File: config.mk
export PLATFORM = sky130hd
export DESIGN_NAME = interval_first_fit_partition
export DESIGN_NICKNAME = d
export VERILOG_FILES = /design/src/rtl/iffp_pkg.sv /design/src/rtl/interval_first_fit_partition.sv /design/src/rtl/iffp_mem.sv /design/src/rtl/iffp_scan.sv
export VERILOG_INCLUDE_DIRS = /design/src /design/src/rtl
export SDC_FILE = /design/constraint.sdc
export NUM_CORES = 1
export LEC_CHECK = 0
export BUFFER_PORTS_ARGS = -buffer_cell sky130_fd_sc_hd__clkbuf_2
export CAP_MARGIN = 20
export CORE_ASPECT_RATIO = 1.2
export CORE_MARGIN = 2
export CORE_UTILIZATION = 60
export DETAILED_ROUTE_END_ITERATION = 16
export PLACE_DENSITY = 0.78
export SLEW_MARGIN = 20
export SYNTH_ARGS = -nofsm -noshare
export SYNTH_HDL_FRONTEND = slang
export SYNTH_HIERARCHICAL = 1
export SYNTH_SLANG_ARGS = --single-unit
File: constraint.sdc
create_clock -name i_clk -period 11.4 [get_ports i_clk]
set_input_delay 1.71 -clock i_clk [delete_from_list [all_inputs] [get_ports i_clk]]
set_output_delay 1.71 -clock i_clk [all_outputs]
set_load 0.01 [all_outputs]
File: src/rtl/assert_macros.svh
// Assertion helpers, included by interval_first_fit_partition.sv.
`ifndef ASSERT_MACROS_SVH
`define ASSERT_MACROS_SVH

// Checked only outside reset.
`define ASSERT_CLK(label, prop, msg) \
    label: assert property (@(posedge i_clk) disable iff (!i_rst_n) prop) else $error(msg);

// Checked on every edge, reset included.
`define ASSERT_CLK_ALL(label, prop, msg) \
    label: assert property (@(posedge i_clk) prop) else $error(msg);

`endif

File: src/rtl/iffp_pkg.sv
package iffp_pkg;

    localparam int TIME_W  = 16;
    localparam int LABEL_W = 5;
    localparam int CFG_W   = 5;

    localparam logic [CFG_W-1:0] CFG_RESET = 5'd16;

    // Finished result word handed from the scanner to the output stage.
    typedef struct packed {
        logic               valid;
        logic [LABEL_W-1:0] label;
    } t_result;

endpackage

File: src/rtl/interval_first_fit_partition.sv
// Interval partitioning, first fit.
// Input channel: i_valid / o_stall carry one request word (start time, finish
// time, first-of-batch flag); a word is taken at an edge with i_valid high
// and o_stall low. Output channel: o_valid / i_stall carry one label word per
// request; 0 means no searched resource fits.
// i_cfg_we / i_cfg_data write the number of resources searched (clamped to
// 1..RESOURCES); write it only while no request is in flight.
// The scan reads one stored end time per cycle from the end-time memory and
// stops at the first fit; a new request is taken only while the scanner is
// idle, so one request is scanned at a time.
// A new request is accepted while the previous label still waits in the
// output register; if the receiver stalls, a finished scan holds its label
// and o_stall stays high until the output register frees up.
// Reset (i_rst_n low, synchronous) marks every resource free, sets the search
// depth to 16 and empties the output register. End times are not cleared;
// an entry's stored end time is used only after it has been written.
`include "assert_macros.svh"

module interval_first_fit_partition #(
    parameter int RESOURCES = 16
) (
    input  logic                          i_clk,
    input  logic                          i_rst_n,
    input  logic                          i_valid,
    output logic                          o_stall,
    input  logic [iffp_pkg::TIME_W-1:0]   i_start_time,
    input  logic [iffp_pkg::TIME_W-1:0]   i_finish_time,
    input  logic                          i_first_of_batch,
    output logic                          o_valid,
    input  logic                          i_stall,
    output logic [iffp_pkg::LABEL_W-1:0]  o_label,
    input  logic                          i_cfg_we,
    input  logic [iffp_pkg::CFG_W-1:0]    i_cfg_data
);

    import iffp_pkg::*;

    localparam int IDX_W = (RESOURCES > 1) ? $clog2(RESOURCES) : 1;
    localparam int CNT_W = $clog2(RESOURCES + 1);
    localparam int CMP_W = (CNT_W > CFG_W) ? CNT_W : CFG_W;
    // labels wrap in the 5-bit field once the table has 32 entries or more
    localparam int MAX_LABEL = (RESOURCES < 32) ? RESOURCES : 31;

    logic [CFG_W-1:0]   r_cfg;
    logic               r_ovalid;
    logic [LABEL_W-1:0] r_olabel;

    logic [CMP_W-1:0]   w_cfg_ext;
    logic [CNT_W-1:0]   w_n;
    logic               w_in_acc;
    logic               w_take;
    logic               w_busy;
    t_result            w_res;

    assign w_cfg_ext = CMP_W'(r_cfg);

    always_comb begin
        priority if (w_cfg_ext == '0) begin
            w_n = CNT_W'(1);
        end else if (w_cfg_ext > CMP_W'(RESOURCES)) begin
            w_n = CNT_W'(RESOURCES);
        end else begin
            w_n = CNT_W'(w_cfg_ext);
        end
    end

    assign w_in_acc = i_valid && !o_stall;
    assign w_take   = w_res.valid && (!r_ovalid || !i_stall);

    iffp_scan #(
        .RESOURCES (RESOURCES),
        .IDX_W     (IDX_W),
        .CNT_W     (CNT_W)
    ) u_scan (
        .i_clk    (i_clk),
        .i_rst_n  (i_rst_n),
        .i_acc    (w_in_acc),
        .i_start  (i_start_time),
        .i_finish (i_finish_time),
        .i_first  (i_first_of_batch),
        .i_n      (w_n),
        .i_take   (w_take),
        .o_busy   (w_busy),
        .o_res    (w_res)
    );

    always_ff @(posedge i_clk) begin
        if (!i_rst_n) begin
            r_cfg    <= CFG_RESET;
            r_ovalid <= 1'b0;
        end else begin
            if (i_cfg_we) begin
                r_cfg <= i_cfg_data;
            end
            if (w_take) begin
                r_ovalid <= 1'b1;
                r_olabel <= w_res.label;
            end else if (!i_stall) begin
                r_ovalid <= 1'b0;
            end
        end
    end

    assign o_stall = w_busy;
    assign o_valid = r_ovalid;
    assign o_label = r_olabel;

    `ASSERT_CLK_ALL(a_reset_empty, !i_rst_n |=> !o_valid, "output valid right after reset")
    `ASSERT_CLK(a_accept_busy, (i_valid && !o_stall) |=> o_stall, "scan not started on accept")
    `ASSERT_CLK(a_idle_after_take, $fell(o_stall) |-> $past(w_take), "scan left without a result")
    `ASSERT_CLK(a_label_range, o_valid |-> (o_label <= LABEL_W'(MAX_LABEL)), "label too large")

endmodule

File: src/rtl/iffp_mem.sv
module iffp_mem #(
    parameter int DEPTH = 16,
    parameter int AW    = 4,
    parameter int DW    = 16
) (
    input  logic          i_clk,
    input  logic          i_re,
    input  logic [AW-1:0] i_raddr,
    output logic [DW-1:0] o_rdata,
    input  logic          i_we,
    input  logic [AW-1:0] i_waddr,
    input  logic [DW-1:0] i_wdata
);

    logic [DW-1:0] r_mem [DEPTH];
    logic [DW-1:0] r_rdata;

    always_ff @(posedge i_clk) begin
        if (i_we) begin
            r_mem[i_waddr] <= i_wdata;
        end
        if (i_re) begin
            r_rdata <= r_mem[i_raddr];
        end
    end

    assign o_rdata = r_rdata;

endmodule

File: src/rtl/iffp_scan.sv
module iffp_scan #(
    parameter int RESOURCES = 16,
    parameter int IDX_W     = 4,
    parameter int CNT_W     = 5
) (
    input  logic                     i_clk,
    input  logic                     i_rst_n,
    input  logic                     i_acc,
    input  logic [iffp_pkg::TIME_W-1:0] i_start,
    input  logic [iffp_pkg::TIME_W-1:0] i_finish,
    input  logic                     i_first,
    input  logic [CNT_W-1:0]         i_n,
    input  logic                     i_take,
    output logic                     o_busy,
    output iffp_pkg::t_result        o_res
);

    import iffp_pkg::*;

    typedef enum logic [1:0] {
        S_IDLE,
        S_SCAN,
        S_DONE
    } t_state;

    t_state               r_state;
    logic [RESOURCES-1:0] r_busy;
    logic [TIME_W-1:0]    r_start;
    logic [TIME_W-1:0]    r_finish;
    logic [CNT_W-1:0]     r_n;
    logic [CNT_W-1:0]     r_ridx;
    logic [CNT_W-1:0]     r_cidx;
    logic                 r_cvalid;
    logic [LABEL_W-1:0]   r_label;

    logic                 w_issue;
    logic                 w_fit;
    logic                 w_last;
    logic [TIME_W-1:0]    w_rdata;
    logic [IDX_W-1:0]     w_cix;
    logic [IDX_W:0]       w_lab;

    assign w_issue = (r_state == S_SCAN) && (r_ridx < r_n);
    assign w_cix   = r_cidx[IDX_W-1:0];
    // free entries fit without looking at the stored end time
    assign w_fit   = (r_state == S_SCAN) && r_cvalid
                     && (!r_busy[w_cix] || (w_rdata < r_start));
    assign w_last  = (r_cidx + {{(CNT_W-1){1'b0}}, 1'b1}) == r_n;
    assign w_lab   = {1'b0, w_cix} + {{IDX_W{1'b0}}, 1'b1};

    iffp_mem #(
        .DEPTH (RESOURCES),
        .AW    (IDX_W),
        .DW    (TIME_W)
    ) u_mem (
        .i_clk   (i_clk),
        .i_re    (w_issue),
        .i_raddr (r_ridx[IDX_W-1:0]),
        .o_rdata (w_rdata),
        .i_we    (w_fit),
        .i_waddr (w_cix),
        .i_wdata (r_finish)
    );

    always_ff @(posedge i_clk) begin
        if (!i_rst_n) begin
            r_state  <= S_IDLE;
            r_busy   <= '0;
            r_cvalid <= 1'b0;
        end else begin
            unique case (r_state)
                S_IDLE: begin
                    r_cvalid <= 1'b0;
                    if (i_acc) begin
                        r_start  <= i_start;
                        r_finish <= i_finish;
                        r_n      <= i_n;
                        r_ridx   <= '0;
                        if (i_first) begin
                            r_busy <= '0;
                        end
                        r_state <= S_SCAN;
                    end
                end
                S_SCAN: begin
                    // one read issued per cycle, compared in the following cycle
                    r_cvalid <= w_issue;
                    r_cidx   <= r_ridx;
                    if (w_issue) begin
                        r_ridx <= r_ridx + {{(CNT_W-1){1'b0}}, 1'b1};
                    end
                    if (w_fit) begin
                        r_busy[w_cix] <= 1'b1;
                        r_label       <= LABEL_W'(w_lab);
                        r_state       <= S_DONE;
                    end else if (r_cvalid && w_last) begin
                        r_label <= '0;
                        r_state <= S_DONE;
                    end
                end
                S_DONE: begin
                    r_cvalid <= 1'b0;
                    if (i_take) begin
                        r_state <= S_IDLE;
                    end
                end
                default: begin
                    r_state <= S_IDLE;
                end
            endcase
        end
    end

    assign o_busy      = (r_state != S_IDLE);
    assign o_res.valid = (r_state == S_DONE);
    assign o_res.label = r_label;

endmodule
Word level (Yosys, flattened, before mapping)

Memory sizes are Yosys's and may differ from the RTL's. A register that Yosys moved wholly into a read port is not among the register bits.
Index checks and enable logic that the tools add are counted.

Logic and storage cells: 85
Memories kept: 1
Bits in latches: 0
Memory bits (writable): 256
Register bits: 82
Bits in read-only memories: 0

Memories:

| name               | depth | bits a word | rd ports | clocked after Yosys merged registers in | write ports | line           | text |
|---|---|---|---|---|---|---|---|
| u_scan.u_mem.r_mem | 16    | 16          | 1        | 1                                       | 1           | iffp_mem.sv:15 | `logic [DW-1:0] r_mem [DEPTH];` |

Multiplexer cells: 24
Add/subtract/negate cells: 3
Bitwise gates (word level): 1
Eq/ne operators: 10
Multipliers: 0
Divide/modulo/power cells: 0
Magnitude comparators: 5
Reduce and logical (&&, ||, !) cells: 28
Shifts and indexed selects: 0

Operators with widths:

| cell                  | number |
|---|---|
| $mux W16              | 3 |
| $pmux W16 S2          | 1 |
| $mux W5               | 5 |
| $lt A16 B16 Y1        | 1 |
| $or A16 B16 Y16       | 1 |
| $add A5 B1 Y5 const B | 2 |
| $pmux W5 S2           | 1 |
| $reduce_and A3 Y1     | 3 |
| $mux W2               | 4 |
| $reduce_and A4 Y1     | 2 |
| $reduce_bool A2 Y1    | 4 |
| $logic_and A1 B1 Y1   | 7 |
| $mux W1               | 6 |
| $ne A2 B1 Y1 const B  | 3 |
| $ne A2 B2 Y1 const B  | 3 |
| $pmux W2 S3           | 1 |
| $add A4 B1 Y5 const B | 1 |
| $eq A5 B5 Y1          | 1 |
| $gt A5 B5 Y1 const B  | 1 |
| $logic_not A5 Y1      | 1 |
| $lt A4 B5 Y1 const B  | 1 |
| $lt A5 B5 Y1          | 1 |
| $bmux W1 S4           | 1 |
| $demux W1 S4          | 1 |
| 10 further kinds      | 16 |

Longest topological paths before layout

Depth after elaboration: 7
Gate-level depth with buffers: 10

Hierarchy

The synthesis kept the hierarchy.

Modules (own cells, without submodules):

| module                       | cells an instance | times used | area each (µm²) |
|---|---|---|---|
| iffp_mem                     | 432               | 1          | 10202.3 |
| iffp_scan                    | 251               | 1          | 3236.9 |
| interval_first_fit_partition | 34                | 1          | 422.9 |

Least setup slack after synthesis

No wires, ideal clock.

Path kind: flip-flop to flip-flop
Start point: register u_scan.r_cidx[0]
End point: memory u_scan.u_mem.r_mem[0][0] (enable)
Clock period less this slack: 3838 ps
Data required time: 10991 ps
Stages on the path, launching flop included: 10
Path buffers: 1
Slack: 7562 ps
Library setup time: 409 ps
Arrival: 3429 ps
Path through: edfxtp_1 -> buf_6 -> mux4_2 -> a22oi_2 -> nand3_2 -> o31ai_4 -> nand2_2 -> inv_2 -> or3b_2 -> nor3_1

Longest elaborated chain between the ends: 7

Ends and longest elaborated chain:

| item                          | line            | text |
|---|---|---|
| from (decl)                   | iffp_scan.sv:32 | `logic [CNT_W-1:0] r_cidx;` |
| from (signal assigned)        | iffp_scan.sv:88 | `r_cidx <= r_ridx;` |
| $bmux W1 S4                   | iffp_scan.sv:47 | `&& (!r_busy[w_cix] \|\| (w_rdata < r_start));` |
| $mux W1 (implied by the code) | iffp_scan.sv:47 |  |
| $logic_not A1 Y1              | iffp_scan.sv:47 |  |
| $logic_or A1 B1 Y1            | iffp_scan.sv:47 |  |
| $logic_and A1 B1 Y1           | iffp_scan.sv:47 |  |
| via u_scan.w_fit              | iffp_scan.sv:37 | `logic w_fit;` |
| $mux W1                       | iffp_mem.sv:19  | `if (i_we) begin` |
| $mux W1 (implied by the code) | iffp_mem.sv:20  | `r_mem[i_waddr] <= i_wdata;` |
| to (decl)                     | iffp_mem.sv:15  |  |

The timed path passes the listed nets, and every way through them passes these cells. The select of a mux whose other input is x is not followed.

Worst setup path in the final report

Start point: register u_scan.r_cidx[0]
End point: memory u_scan.u_mem.r_mem[10][0] (enable)

Same word-level chain as after synthesis.

==> flow_summary_export.csv <==
group,metric,value,unit
timing,slew_violations,0,
cts,path_clk_slew,60,ps
timing,slew-limit-headroom,33.8,%
grt,track_usage,23.8,%
finish,nNetsFinal,862,
timing,worstMarginPinSlew,990,ps
timing,hold_viol,0,
pwr,p_comb_share,8.9,%
drt,vias_per_cell,6.36,
grt,grt.overflow.total,0,
synth,netlist_instances,717,
cts,hold_buffers,0,
worst_setup_path,r2r_end,"u_scan/u_mem/r_mem[10][0]",
cts,cts.path.max_buffers,3,
drt,drc_errors,0,
drt,drt-total-wl,27800,um
floorplanning,io_pins,50,
grt,grt_pass1_vias,7309,
worst_setup_path,crit_arrival,4240,ps
cts,ctsResizeCount,0,
status,outcome,"completed",
timing,finalCritPeriodShare,35.3,%
worst_setup_path,start_kind,"flop",
worst_setup_path,r2r-start,"u_scan/r_cidx[0]",
pwr,switching_share,22.7,%
pwr,irDropWorstVdd,0.151,mV
grt,grt_max_degree,68,
floorplanning,dieArea,24300,um^2
finish,multi_input_area,3220,um^2
pwr,power_switching,0.641,mW
worst_setup_path,required,11610,ps
worst_hold_path,min_to,"o_label[1]",
synth,synth_edf_count,329,
synth,yosysTopAreaCell,"edfxtp_1",
worst_hold_path,min_from,"u_scan/r_label[1]",
pwr,p_clk_share,37.9,%
timing,hold-worst-slack,421,ps
drt,drt_pre_antenna_iters,5,
worst_setup_path,crit_start,"u_scan/r_cidx[0]",
grt,grt_use_met2,39.9,%
finish,finalNonFillerCells,1096,
finish,final_util,68.9,%
pwr,seqPwrFrac,53.1,%
worst_setup_path,r2r_cells,9,
worst_setup_path,cp_max_fo,18,
job,drv_cap,0,
worst_setup_path,reg2reg_slack,7370,ps
grt,grt_pass1_wl,42300,um
placement,gp_congestion,0.859,
grt,gr-usage-met1,32.2,%
drt,num_vias,6968,
worst_setup_path,end_kind,"flop",
synth,synth_seq_cells,354,
synth,yosys.cell_types.count,50,
timing,fmax,248,MHz
cts,cts_buffers,35,
floorplanning,start_util,61.6,%
grt,antenna_found_initial,0,
timing,setup_viol,0,
synth,yosysSeqAreaShare,74.9,%
finish,ff_latch_area,10400,um^2
worst_hold_path,min_path_cells,0,
drt,antenna_left,0,
pwr,power.density,182,nW/um^2
placement,place_inst,1037,
cts,cts-root-buf,"clkbuf_16",
floorplanning,placementRows,60,
pwr,p_leak,5.28,nW
timing,tns,0,ps
cts,htreeDepth,2,
placement,port_buffers,49,
finish,antenna_cells,0,
floorplanning,dieWidth,143,um
timing,period_minus_slack,4030,ps
drt,dr.first_iter.drc_count,816,
pwr,p_int,2.18,mW
worst_setup_path,path_class,"reg -> reg",
finish,n_fill_cell,1411,
cts,cts_tree,"yes",
synth,ys.flop_type,"edfxtp_1",
drt,wl_per_cell,25.4,um
finish,drive_above_1_share,23.6,%
cts,cts_setup_buffers,0,
synth,synthTopCellsByArea,"edfxtp_1 (71%), mux4_2 (9.4%), dfxtp_1 (3.6%), ha_1 (2.2%), mux4_1 (1.9%)",
synth,syn_area,13900,um^2
cts,clock-sinks,354,
timing,rsz0062_at_grt,"false",
placement,dp_hpwl,16500,um
floorplanning,core-area,22500,um^2
synth,ys_top_cells_by_count,"edfxtp_1 (329), mux4_2 (58), nor2_1 (39), a22oi_1 (32), inv_1 (28)",
floorplanning,die_h,171,um
synth,synth_fp_nets,784,
synth,yosysTopAreaCellShare,71.3,%
synth,yosys_warnings,6,
grt,top_usage_layer,"met2",
synth,yosysMostFrequentCell,"edfxtp_1",
grt,gr-usage-met3,5.29,%
cts,insertion_delay,520,ps
synth,syn_avg_cell_area,19.3,um^2
timing,skew,15.8,ps
finish,area_delta_synth_final,12.0,%
worst_hold_path,hold_class,"reg -> reg",
synth,async_flop_share,0,%
## sequential cells by signal, indices dropped and copies added, names as in the netlist, 16 cells and up
name	count
u_scan/r_busy	16
u_scan/r_finish	16
u_scan/r_start	16
u_scan/u_mem/o_rdata	16
u_scan/u_mem/r_mem	256
## layout by cell type, fill, tap and decap left out, types with 6 or more instances in the layout
cell         n
a21oi_1     10
a41oi_1     12
a22oi_1     32
clkbuf_2    49
nand3_1     10
mux4_2      58
dfxtp_1     25
inv_1       27
clkinv_1     8
nor2b_1     15
edfxtp_1   329
xnor2_1      6
nor2_1      39
mux4_1      10
clkbuf_16   35
ha_1        24
nand2_1     23
buf_4       22
## logic make-up after synthesis
family                     share of synthesized area (%)
AOI/OAI and AO/OA                                   4.32
buffers and inverters                               2.06
muxes                                               11.7
and+or+nand+nor                                     4.26
adders and majority gates                           2.17
DFF                                                 74.9
xor gates and xnor gates                           0.632
## worst max path at each step
stage                           endpoint  slack [ps]  cells past startpoint
2_1_floorplan   u_scan/u_mem/r_mem[0][0]        7560                      9
3_3_place_gp    u_scan/u_mem/r_mem[9][0]        7600                      9
3_5_place_dp   u_scan/u_mem/r_mem[10][1]        7520                      9
4_1_cts        u_scan/u_mem/r_mem[10][2]        7420                      9
5_1_grt        u_scan/u_mem/r_mem[10][0]        7110                      9
6_report       u_scan/u_mem/r_mem[10][0]        7370                      9
## through the flow
step,power (mW),setup slack (ps),instance area (um^2)
floorplan,1.70,7560,13900
global placement,1.77,7600,14500
detailed placement,1.78,7520,14500
CTS,2.84,7420,15500
global route,2.92,7110,15500
finish,2.82,7370,15500
## power by group through the flow
stage                     clock [mW]  combinational [mW]  sequential, mW
after floorplan                    0               0.184            1.51
after global placement             0               0.243            1.52
final                           1.07               0.252            1.50
after CTS                       1.09               0.253            1.50
after detailed placement           0               0.250            1.53
after global routing            1.14               0.273            1.50
## routing by layer
layer / vias up / routed length, um
met1: 3525 / 10700
met4: 0 / 605
li1: 3046 / -
met5: - / 0
met3: 54 / 2350
met2: 343 / 14200
## worst max-delay path, cell delays in order (launching register included)
cell and delay, ps:
edfxtp_1 870, mux4_2 600, a22oi_2 180, nand3_2 110, o31ai_4 190, nand2_2 180
inv_2 170, nand3b_1 220, nor2_1 840, buf_4 340
## area by class of cell
type | instances | area share (%)
Sequential cell | 354 | 66.9
Multi-Input combinational cell | 304 | 20.8
Clock buffer | 39 | 5.74
Timing Repair Buffer | 71 | 2.64
Tap cell | 279 | 2.25
Clock inverter | 20 | 1.04
Inverter | 29 | 0.701
(Power assumes the default switching activity.)
